<file path="src/hdl/s2rd_pkg.sv">
// Shared types, constants and digit encoding for the signed-to-radix converter.
package s2rd_pkg;

  localparam int MAG_W    = 64;              // magnitude / value width
  localparam int RADIX_W  = 6;               // radix and digit width
  localparam int CHAR_W   = 8;               // ASCII character width
  localparam int IN_TDATA_W  = 72;           // value + radix, padded to bytes
  localparam int OUT_TDATA_W = 8;

  // Divider: quotient bits retired per cycle and resulting cycle count
  localparam int DIV_STEP   = 8;
  localparam int DIV_CYCLES = MAG_W / DIV_STEP;
  localparam int DIV_CNT_W  = $clog2(DIV_CYCLES);

  localparam logic [RADIX_W-1:0] RADIX_MIN = 6'd2;
  localparam logic [RADIX_W-1:0] RADIX_MAX = 6'd36;
  localparam logic [RADIX_W-1:0] DEC_DIGITS = 6'd10;

  localparam logic [CHAR_W-1:0] ASCII_ZERO  = 8'h30;  // '0'
  localparam logic [CHAR_W-1:0] ASCII_A     = 8'h41;  // 'A'
  localparam logic [CHAR_W-1:0] ASCII_MINUS = 8'h2D;  // '-'

  localparam logic [MAG_W-1:0] MAG_MAX = {1'b0, {(MAG_W-1){1'b1}}};

  // Result of one division pass
  typedef struct packed {
    logic               done;
    logic [MAG_W-1:0]   quot;
    logic [RADIX_W-1:0] rem;
  } div_res_t;

  function automatic logic [CHAR_W-1:0] digit_to_ascii(input logic [RADIX_W-1:0] d);
    logic [CHAR_W-1:0] c;
    if (d < DEC_DIGITS) begin
      c = ASCII_ZERO + CHAR_W'(d);
    end else begin
      c = ASCII_A + CHAR_W'(d - DEC_DIGITS);
    end
    return c;
  endfunction

endpackage

</file>
<file path="src/hdl/s2rd_divider.sv">
// Iterative shift-subtract divider: 64-bit magnitude by a 6-bit radix.
module s2rd_divider
  import s2rd_pkg::*;
(
  input  logic               clk,
  input  logic               rst_n,
  input  logic               start,
  input  logic [MAG_W-1:0]   dividend,
  input  logic [RADIX_W-1:0] divisor,
  output div_res_t           res
);

  logic [MAG_W-1:0]     quot_r, quot_nxt;
  logic [RADIX_W-1:0]   rem_r, rem_nxt;
  logic [RADIX_W-1:0]   dsor_r;
  logic [DIV_CNT_W-1:0] step_r;
  logic                 busy_r;
  logic                 done_r;

  // Retire DIV_STEP quotient bits, most significant first
  always_comb begin
    logic [RADIX_W:0]    t;
    logic [RADIX_W-1:0]  rem_v;
    logic [DIV_STEP-1:0] qbits;
    rem_v = rem_r;
    qbits = '0;
    for (int k = 0; k < DIV_STEP; k++) begin
      t = {rem_v, quot_r[MAG_W-1-k]};
      if (t >= {1'b0, dsor_r}) begin
        t = t - {1'b0, dsor_r};
        qbits[DIV_STEP-1-k] = 1'b1;
      end
      rem_v = t[RADIX_W-1:0];
    end
    rem_nxt  = rem_v;
    quot_nxt = {quot_r[MAG_W-DIV_STEP-1:0], qbits};
  end

  always_ff @(posedge clk) begin
    if (!rst_n) begin
      busy_r <= 1'b0;
      done_r <= 1'b0;
      step_r <= '0;
    end else begin
      done_r <= !start && busy_r && (step_r == DIV_CNT_W'(DIV_CYCLES - 1));
      if (start) begin
        busy_r <= 1'b1;
        step_r <= '0;
      end else if (busy_r) begin
        step_r <= step_r + 1'b1;
        if (step_r == DIV_CNT_W'(DIV_CYCLES - 1)) begin
          busy_r <= 1'b0;
        end
      end
    end
  end

  // Datapath registers: load on start, advance while busy
  always_ff @(posedge clk) begin
    if (start) begin
      quot_r <= dividend;
      rem_r  <= '0;
      dsor_r <= divisor;
    end else if (busy_r) begin
      quot_r <= quot_nxt;
      rem_r  <= rem_nxt;
    end
  end

  assign res.done = done_r;
  assign res.quot = quot_r;
  assign res.rem  = rem_r;

endmodule

</file>
<file path="src/hdl/signed_to_radix_digits.sv">
// Signed 64-bit integer to ASCII text in radix 2..36, most significant character first.
// Each digit takes one pass of the shared divider (start, 8 steps of 8 quotient
//   bits, hand-off); after the last digit the sign, if any, goes out, then each digit
//   is read from the digit store (S_RD) and emitted (S_EMIT). Zero emits one '0'.
// Flow: one word at a time, in_tready high only while idle; out_tready low stalls
//   the character output. Reset: rst_n sync low clears sequencer.
module signed_to_radix_digits
  import s2rd_pkg::*;
#(
  parameter int MAX_DIGITS = 64
) (
  input  logic                   clk,
  input  logic                   rst_n,
  // input stream
  input  logic                   in_tvalid,
  output logic                   in_tready,
  input  logic [IN_TDATA_W-1:0]  in_tdata,   // [63:0] value (signed), [69:64] radix, rest zero
  // result stream
  output logic                   out_tvalid,
  input  logic                   out_tready,
  output logic [OUT_TDATA_W-1:0] out_tdata,  // [7:0] character
  output logic                   out_tlast   // last character of this number
);

  localparam int ADDR_W = $clog2(MAX_DIGITS);
  // Stop extracting once MAX_DIGITS-1 digits are stored (room for the sign)
  localparam logic [ADDR_W-1:0] LAST_SLOT = ADDR_W'(MAX_DIGITS - 2);

  typedef enum logic [2:0] {
    S_IDLE,
    S_ZERO,
    S_DIV,
    S_SIGN,
    S_RD,
    S_EMIT
  } state_t;

  state_t               state_r;
  logic [MAG_W-1:0]     mag_r;
  logic [RADIX_W-1:0]   radix_r;
  logic                 neg_r;
  logic [ADDR_W-1:0]    cnt_r;
  logic [ADDR_W-1:0]    rd_idx_r;
  logic [RADIX_W-1:0]   rd_data_r;
  logic                 div_start_r;
  logic                 out_tvalid_r;
  logic [CHAR_W-1:0]    out_char_r;
  logic                 out_last_r;

  logic [RADIX_W-1:0]   digit_mem [MAX_DIGITS];

  div_res_t             div_res;

  // Decode the incoming word: saturate radix, take magnitude
  logic [MAG_W-1:0]     in_value;
  logic [RADIX_W-1:0]   in_radix_raw;
  logic [RADIX_W-1:0]   in_radix;
  logic [MAG_W-1:0]     in_neg_mag;
  logic [MAG_W-1:0]     in_mag;
  logic                 slot_free;
  logic                 div_last;
  logic                 div_go;
  logic                 out_load;

  assign in_value     = in_tdata[MAG_W-1:0];
  assign in_radix_raw = in_tdata[MAG_W+RADIX_W-1:MAG_W];

  always_comb begin
    in_radix = in_radix_raw;
    if (in_radix_raw < RADIX_MIN) begin
      in_radix = RADIX_MIN;
    end else if (in_radix_raw > RADIX_MAX) begin
      in_radix = RADIX_MAX;
    end
  end

  // The most negative value negates to itself; clamp it to the largest magnitude
  assign in_neg_mag = ~in_value + 1'b1;
  assign in_mag = !in_value[MAG_W-1]       ? in_value :
                  in_neg_mag[MAG_W-1]      ? MAG_MAX  : in_neg_mag;

  // Output register can take a new character if empty or draining this cycle
  assign slot_free = !out_tvalid_r || out_tready;

  // Stop after this digit when the quotient runs out or the store is full
  assign div_last = (div_res.quot == '0) || (cnt_r == LAST_SLOT);

  // Kick the divider on a nonzero accept and after every digit but the last
  assign div_go = (state_r == S_IDLE && in_tvalid && in_mag != '0) ||
                  (state_r == S_DIV && div_res.done && !div_last);

  // Load a character word into the output register
  assign out_load = slot_free && (state_r == S_ZERO || state_r == S_EMIT ||
                                  (state_r == S_SIGN && neg_r));

  s2rd_divider u_div (
    .clk      (clk),
    .rst_n    (rst_n),
    .start    (div_start_r),
    .dividend (mag_r),
    .divisor  (radix_r),
    .res      (div_res)
  );

  // Sequencer: zero gives one '0'; else extract digits LSB first, then the sign and the digits MSB first
  always_ff @(posedge clk) begin
    if (!rst_n) begin
      state_r      <= S_IDLE;
      div_start_r  <= 1'b0;
      out_tvalid_r <= 1'b0;
      cnt_r        <= '0;
      rd_idx_r     <= '0;
      mag_r        <= '0;
      radix_r      <= RADIX_MIN;
      neg_r        <= 1'b0;
    end else begin
      div_start_r <= div_go;
      if (out_load) begin
        out_tvalid_r <= 1'b1;
      end else if (out_tready) begin
        out_tvalid_r <= 1'b0;
      end
      case (state_r)
        S_IDLE: begin
          if (in_tvalid) begin
            radix_r <= in_radix;
            neg_r   <= in_value[MAG_W-1];
            mag_r   <= in_mag;
            cnt_r   <= '0;
            if (in_mag == '0) begin
              state_r <= S_ZERO;
            end else begin
              state_r <= S_DIV;
            end
          end
        end
        S_ZERO: begin
          if (slot_free) begin
            out_char_r <= ASCII_ZERO;
            out_last_r <= 1'b1;
            state_r    <= S_IDLE;
          end
        end
        S_DIV: begin
          if (div_res.done) begin
            mag_r <= div_res.quot;
            cnt_r <= cnt_r + 1'b1;
            if (div_last) begin
              rd_idx_r <= cnt_r;
              state_r  <= S_SIGN;
            end
          end
        end
        S_SIGN: begin
          if (!neg_r) begin
            state_r <= S_RD;
          end else if (slot_free) begin
            out_char_r <= ASCII_MINUS;
            out_last_r <= 1'b0;
            state_r    <= S_RD;
          end
        end
        S_RD: begin
          // digit memory read lands in rd_data_r this edge
          state_r <= S_EMIT;
        end
        S_EMIT: begin
          if (slot_free) begin
            out_char_r <= digit_to_ascii(rd_data_r);
            out_last_r <= (rd_idx_r == '0);
            if (rd_idx_r == '0) begin
              state_r <= S_IDLE;
            end else begin
              rd_idx_r <= rd_idx_r - 1'b1;
              state_r  <= S_RD;
            end
          end
        end
        default: begin
          state_r <= S_IDLE;
        end
      endcase
    end
  end

  // Digit store: write each remainder as it comes out, registered read
  always_ff @(posedge clk) begin
    if (state_r == S_DIV && div_res.done) begin
      digit_mem[cnt_r] <= div_res.rem;
    end
    rd_data_r <= digit_mem[rd_idx_r];
  end

  assign in_tready  = (state_r == S_IDLE);
  assign out_tvalid = out_tvalid_r;
  assign out_tdata  = out_char_r;
  assign out_tlast  = out_last_r;

endmodule

</file>
<file path="config.mk">
export PLATFORM = sky130hd
export DESIGN_NAME = signed_to_radix_digits
export DESIGN_NICKNAME = d
export VERILOG_FILES = /design/src/hdl/s2rd_pkg.sv /design/src/hdl/s2rd_divider.sv /design/src/hdl/signed_to_radix_digits.sv
export SDC_FILE = /design/constraint.sdc
export NUM_CORES = 1
export LEC_CHECK = 0
export BUFFER_PORTS_ARGS = -buffer_cell sky130_fd_sc_hd__buf_2
export CORE_ASPECT_RATIO = 2
export CORE_MARGIN = 3
export CORE_UTILIZATION = 50
export CTS_CLUSTER_SIZE = 28
export DETAILED_ROUTE_END_ITERATION = 8
export GPL_TIMING_DRIVEN = 0
export PLACE_DENSITY = 0.76
export SLEW_MARGIN = 20
export SYNTH_ARGS = -nofsm -noshare
export SYNTH_HDL_FRONTEND = slang
export SYNTH_HIERARCHICAL = 1
export SYNTH_SLANG_ARGS = --single-unit
export TNS_END_PERCENT = 5
</file>
<file path="constraint.sdc">
create_clock -name clk -period 40.5 [get_ports clk]
set_input_delay 2.025 -clock clk [delete_from_list [all_inputs] [get_ports clk]]
set_output_delay 2.025 -clock clk [all_outputs]
set_load 0.03 [all_outputs]
</file>
==> results.cfg, run 1 <==
[floorplan]
die_area_um2 = 59300
io_pins = 87
rows = 122
start_util_pct = 50.6
die_x_um = 174
core_um2 = 55600
die_h_um = 341

[routing]
vias = 19600
top_layer = met5
ant_nets = 0
drtIter0Drc = 1795
dr.pass1.iters = 5
dr_wl_met2_mm = 46.6
wl_per_cell_um = 28.0
met3WireLength_mm = 4.18
viasPerCell = 6.48
drcViolationCount = 0
wl_met1_mm = 25.2
wl_mm = 84.6

[timing]
hold_viol = 0
worst_pin_slew_ns = 1.21
setup_viol = 0
grt_setup_unrepaired = false
fmax_mhz = 50.1
finClkSkew_ns = 0.0326
period_minus_slack_ns = 19.95
maxSlewHeadroom_pct = 18.5
setup_tns_ns = 0
drv_slew = 0
fin_crit_sh_pct = 49.3

[synth]
synth_top_area_share_pct = 49.4
yosys_most_used_dff = edfxtp_1
synthDistinctLibCells = 93
ys_ff_latch = 568
synth_area_leaders = edfxtp_1 (49%), mux4_2 (10%), dfxtp_1 (7.5%)
syn_nets = 2267
async_flop_share_pct = 0
synth_largest_area_cell = edfxtp_1
synthCells = 2124
synth_edf_count = 463
ys_seq_area_share_pct = 56.9
syn_avg_cell_area_um2 = 13.2
syn_area_um2 = 28100
yosys_warnings = 6

[clock_tree]
postCtsResizedCells = 0
path_clk_slew_ns = 0.07
cts_buffer_depth = 3
clk_latency_ns = 0.59
hold_buffers = 0
cts_tree = yes
numCtsBuffers = 43
postCtsSetupBuffers = 0
htree_levels = 2
clock_sinks = 568
cts.root.buffer_cell = clkbuf_16

[run_status]
status = finished clean

[final_layout]
drive_gt1_share_pct = 17.3
fin_util_pct = 55.7
fin_nets = 2384
syn_to_final_growth_pct = 10.1

[setup_path]
crit_path_start_kind = flop
cp_max_fo = 10
worstPathRequired_ns = 40.82
critPathMaxStageDelay_ns = 0.77
worst_path_max_delay_cell = edfxtp_1
worstPathArrival_ns = 20.27
path_class = reg2reg
cpMostUsedCell = a21o_1
worst_setup_path_end_kind = flop

[global_route]
grt_pass1_wl_mm = 126
grt_pass1_vias = 20500
grt_usage_pct = 28.3
antenna_found_initial = 3
grt_max_degree = 68
grt_overflow_total = 0

[place]
dp_hpwl_mm = 64.6
gp_congestion = 1.03
port_buffers = 65

[job]
maxCapViolCount = 0

[worst_hold_path]
min_path_type = reg2reg
-- flip-flops by register name, indices dropped and copies added (netlist names), 8 cells and up --
register	cells
digit_mem	384
out_tdata	8
u_div/quot_r	64
mag_r	64
-- synthesized netlist by cell type (13+ instances only) --
cell	number
a21o_1	22
a31oi_1	13
xor2_1	37
dfxtp_1	105
nand2_1	136
mux2i_1	28
or3_1	26
buf_1	18
mux4_2	126
o221ai_1	48
clkbuf_1	106
edfxtp_1	463
xnor2_1	62
ha_1	59
nand4_1	19
nand2b_1	18
nor4_1	47
a21oi_1	108
mux2_2	74
o211ai_1	13
o21ai_0	61
nor3_1	31
nor2_1	167
or4_1	17
nor2b_1	22
inv_1	60
a211oi_1	18
nand3_1	31
-- placed cells by master (no fill, tap or decap), types with 26 or more instances in the layout --
master	netlist	layout
mux2_2	74	74
o21ai_0	61	61
xnor2_1	62	62
nand3_1	31	31
nand2_1	136	136
mux2i_1	28	28
xor2_1	37	37
nor3_1	31	30
mux4_2	126	126
o221ai_1	48	48
dfxtp_1	105	99
buf_2	5	71
edfxtp_1	463	463
a21oi_1	108	108
or3_1	26	26
clkbuf_1	106	111
inv_1	60	59
nor2_1	167	167
nor4_1	47	47
ha_1	59	59
clkbuf_16	0	44
-- final timing paths --
path                endpoint  cells after the start             from  slack, ns
min          u_div/dsor_r[0]                      0       radix_r[0]       0.43
max reg2reg  u_div/quot_r[0]                     68  u_div/dsor_r[1]      20.55
min reg2reg  u_div/dsor_r[0]                      0       radix_r[0]       0.43
max          u_div/quot_r[0]                     68  u_div/dsor_r[1]      20.55
-- cell families (layout without fill, tap and decap cells) --
group                    after synthesis  in the layout  share of synthesized area, %
buffers and inverters                194            345                          2.68
flip-flops                           568            568                          56.9
multiplexers                         231            231                          14.2
AO/OA/AOI/OAI                        395            395                          9.88
adder cells (fa/ha/maj)               67             67                          3.19
AND/OR/NAND/NOR                      570            570                          10.1
other                                  0              2                             0
XOR/XNOR                              99             99                          3.08
-- layer usage --
layer,up-vias,track usage (%)
met5,-,0
met4,2,23.8
met3,358,3.26
met2,959,54.5
met1,9734,25.9
li1,8535,-
-- area by class of cell --
type                    count  area (um2)
fillers                  4483       24600
flip-flops and latches    568       16000
multi-input cells        1362       11400
clock buffers              51        1150
well taps                 744         931
plain buffers             132         523
repair buffers             72         460
clock inverters            28         265
inverters                  62         235
diodes                      2        5.00
-- worst max-delay path: cells and delay by family (launching register included) --
| kind | cells | cell delay [ns] |
|---|---|---|
| AO/OA/AOI/OAI | 36 | 9.77 |
| buffers and inverters | 4 | 1.10 |
| AND/OR/NAND/NOR | 13 | 3.02 |
| multiplexers | 7 | 2.55 |
| flip-flops | 1 | 0.77 |
| adder cells (fa/ha/maj) | 8 | 2.45 |
-- stage by stage --
stage | hold slack (ns) | cell area (um2) | std cells | setup slack (ns)
after floorplan | 0.408 | 28100 | 2124 | 23.96
final | 0.435 | 30900 | 3021 | 20.55
after detailed placement | 0.421 | 29500 | 2940 | 20.84
after global placement | 0.413 | 29400 | 2933 | 20.32
after CTS | 0.437 | 30900 | 3019 | 20.77
after global routing | 0.448 | 30900 | 3019 | 19.42
Power of run 1 is not shown: default switching activity piles up to over one toggle a cycle in this logic, so the estimate is an artifact.
==> run 2: changes to the inputs <==
--- a/config.mk
+++ b/config.mk
@@ -5,6 +5,7 @@
 export SDC_FILE = /design/constraint.sdc
 export NUM_CORES = 1
 export LEC_CHECK = 0
+export ABC_AREA = 1
 export BUFFER_PORTS_ARGS = -buffer_cell sky130_fd_sc_hd__buf_2
 export CORE_ASPECT_RATIO = 2
 export CORE_MARGIN = 3
==> constraint.sdc (replaced) <==
create_clock -name clk -period 19.6 [get_ports clk]
set_input_delay 0.98 -clock clk [delete_from_list [all_inputs] [get_ports clk]]
set_output_delay 0.98 -clock clk [all_outputs]
set_load 0.03 [all_outputs]
==> results.cfg, run 2 <==
[synth]
syn_area_um2 = 28900
syn_avg_cell_area_um2 = 8.98
async_flop_share_pct = 0
ys_seq_area_share_pct = 55.4
synth_edf_count = 463
yosys_warnings = 6
synthDistinctLibCells = 56
synth_top_area_share_pct = 48.1
synthCells = 3215
yosys_most_used_dff = edfxtp_1
synth_common_cells = nand2_1 (653), nor2_1 (551), edfxtp_1 (463), o21ai_0 (381), inv_1 (181)
synth_area_leaders = edfxtp_1 (48%), nand2_1 (8.5%), dfxtp_1 (7.3%)
synth_most_common_cell = nand2_1
syn_nets = 3358
ys_ff_latch = 568
synth_largest_area_cell = edfxtp_1

[global_route]
grt_usage_pct = 36.6
antenna_found_initial = 8
grt_max_degree = 68
grt_overflow_total = 0
grt_pass1_wl_mm = 161
grt_pass1_vias = 24600

[run_status]
status = finished clean

[clock_tree]
clock_sinks = 568
htree_levels = 2
postCtsResizedCells = 0
postCtsSetupBuffers = 0
clk_latency_ns = 0.60
path_clk_slew_ns = 0.07
cts_tree = yes
numCtsBuffers = 46
cts.root.buffer_cell = clkbuf_16
cts_buffer_depth = 3
hold_buffers = 0

[routing]
drcViolationCount = 0
viasPerCell = 6.01
dr.pass1.iters = 5
vias = 25000
ant_nets = 0
wl_per_cell_um = 27.0
wl_mm = 112
drtIter0Drc = 2452

[job]
maxCapViolCount = 0

[final_layout]
max_flop_register = digit_mem
finish.instance_area_um2 = 31900
mostFrequentLayoutCells = nand2_1 (653), nor2_1 (551), edfxtp_1 (463)
fin_nets = 3498
syn_to_final_growth_pct = 10.6
n_fill_cell = 5324
drive_gt1_share_pct = 8.38
reg.largest.list = digit_mem x384, mag_r x64, u_div/quot_r x64
largest_register_ffs = 384
fin_util_pct = 56.0
final_common_cell = nand2_1

[setup_path]
r2r_slack_ns = 4.63
cpMostUsedCell = a21oi_1
path_class = reg2reg
reg2reg_to = u_div/quot_r[0]
cp_max_fo = 10
worstPathRequired_ns = 19.91
worstPathArrival_ns = 15.28
r2r_cells = 81
critPathMaxStageDelay_ns = 0.66
worst_setup_path_end_kind = flop
worst_path_max_delay_cell = edfxtp_1
crit_path_start_kind = flop
reg2reg_from = u_div/dsor_r[1]

[timing]
maxSlewHeadroom_pct = 16.0
hold_viol = 0
holdWs_ns = 0.434
finClkSkew_ns = 0.0264
setup_viol = 0
worst_pin_slew_ns = 1.25
setup_tns_ns = 0
fin_crit_sh_pct = 76.4
period_minus_slack_ns = 14.97
grt_setup_unrepaired = false
drv_slew = 0
fmax_mhz = 66.8

[floorplan]
die_h_um = 346
rows = 124
core_um2 = 57100
io_pins = 87
start_util_pct = 50.6
die_x_um = 176
die_area_um2 = 60900

[worst_hold_path]
min_to = u_div/dsor_r[0]
min_path_type = reg2reg
worstHoldPathCells = 0
hp-start = radix_r[0]

[place]
port_buffers = 84
dp_hpwl_mm = 85.5
placed_area_um2 = 30400
gp_congestion = 1.08
run 2: changes by cell type after synthesis, sizes merged, moves of 49 or more:
cell | previous run | this run
nand2 | 136 | 675
nor2 | 167 | 584
o21ai | 67 | 391
inv | 61 | 196
mux4 | 126 | 0
o22ai | 8 | 112
nand3 | 31 | 131
mux2 | 75 | 0
xnor2 | 62 | 13
run 2: how the worst max path moves through the flow:
stage	end	cells past startpoint	slack (ns)	start
2_1_floorplan	u_div/quot_r[0]	78	6.93	u_div/rem_r[1]
3_3_place_gp	u_div/quot_r[0]	79	3.57	u_div/rem_r[3]
3_5_place_dp	u_div/quot_r[0]	81	4.78	u_div/dsor_r[1]
4_1_cts	u_div/quot_r[0]	81	4.73	u_div/dsor_r[1]
5_1_grt	u_div/rem_r[1]	83	3.19	u_div/dsor_r[1]
6_report	u_div/quot_r[0]	81	4.63	u_div/dsor_r[1]
run 2: cells by family (layout without fill, tap and decap cells):
logic type / Yosys count / after routing / synth area share [%]
AND/OR/NAND/NOR: 1458 / 1458 / 21.4
other: 0 / 8 / 0
AO/OA/AOI/OAI: 730 / 730 / 13.9
buffers and inverters: 348 / 524 / 4.82
XOR/XNOR: 44 / 44 / 1.33
flip-flops: 568 / 568 / 55.4
adder cells (fa/ha/maj): 67 / 67 / 3.11
run 2: per-layer routing:
metal | GRT usage, % | share of wire [%] | vias to the layer above
li1 | - | - | 11400
met1 | 32.4 | 29 | 11700
met2 | 67.1 | 53 | 1315
met3 | 6.21 | 6.1 | 539
met4 | 35.7 | 13 | 2
met5 | 0 | 0.014 | -
run 2: metrics by stage:
step | cells | worst slack (ns)
floorplan | 3215 | 6.93
global placement | 4055 | 3.57
detailed placement | 4061 | 4.78
CTS | 4145 | 4.73
global route | 4149 | 3.19
finish | 4155 | 4.63
run 2: final cells by class:
cell class              instances  area [um2]  share of cell area (%)
flip-flops and latches        568       16000                    50.2
inverters                     201         757                    2.37
diodes                          8        20.0                  0.0627
multi-input cells            2299       11500                    36.0
clock buffers                  61        1320                    4.14
plain buffers                 147         638                    2.00
clock inverters                23         196                   0.615
well taps                     756         946                    2.96
repair buffers                 92         551                    1.72
run 2: worst max-delay path, delay by kind of cell (launching register included):
kind | cells | cell delay (ns)
buffers and inverters | 11 | 1.30
flip-flops | 1 | 0.66
AND/OR/NAND/NOR | 31 | 3.90
AO/OA/AOI/OAI | 31 | 6.05
adder cells (fa/ha/maj) | 8 | 2.73
Power of run 2 is left out for the same reason.
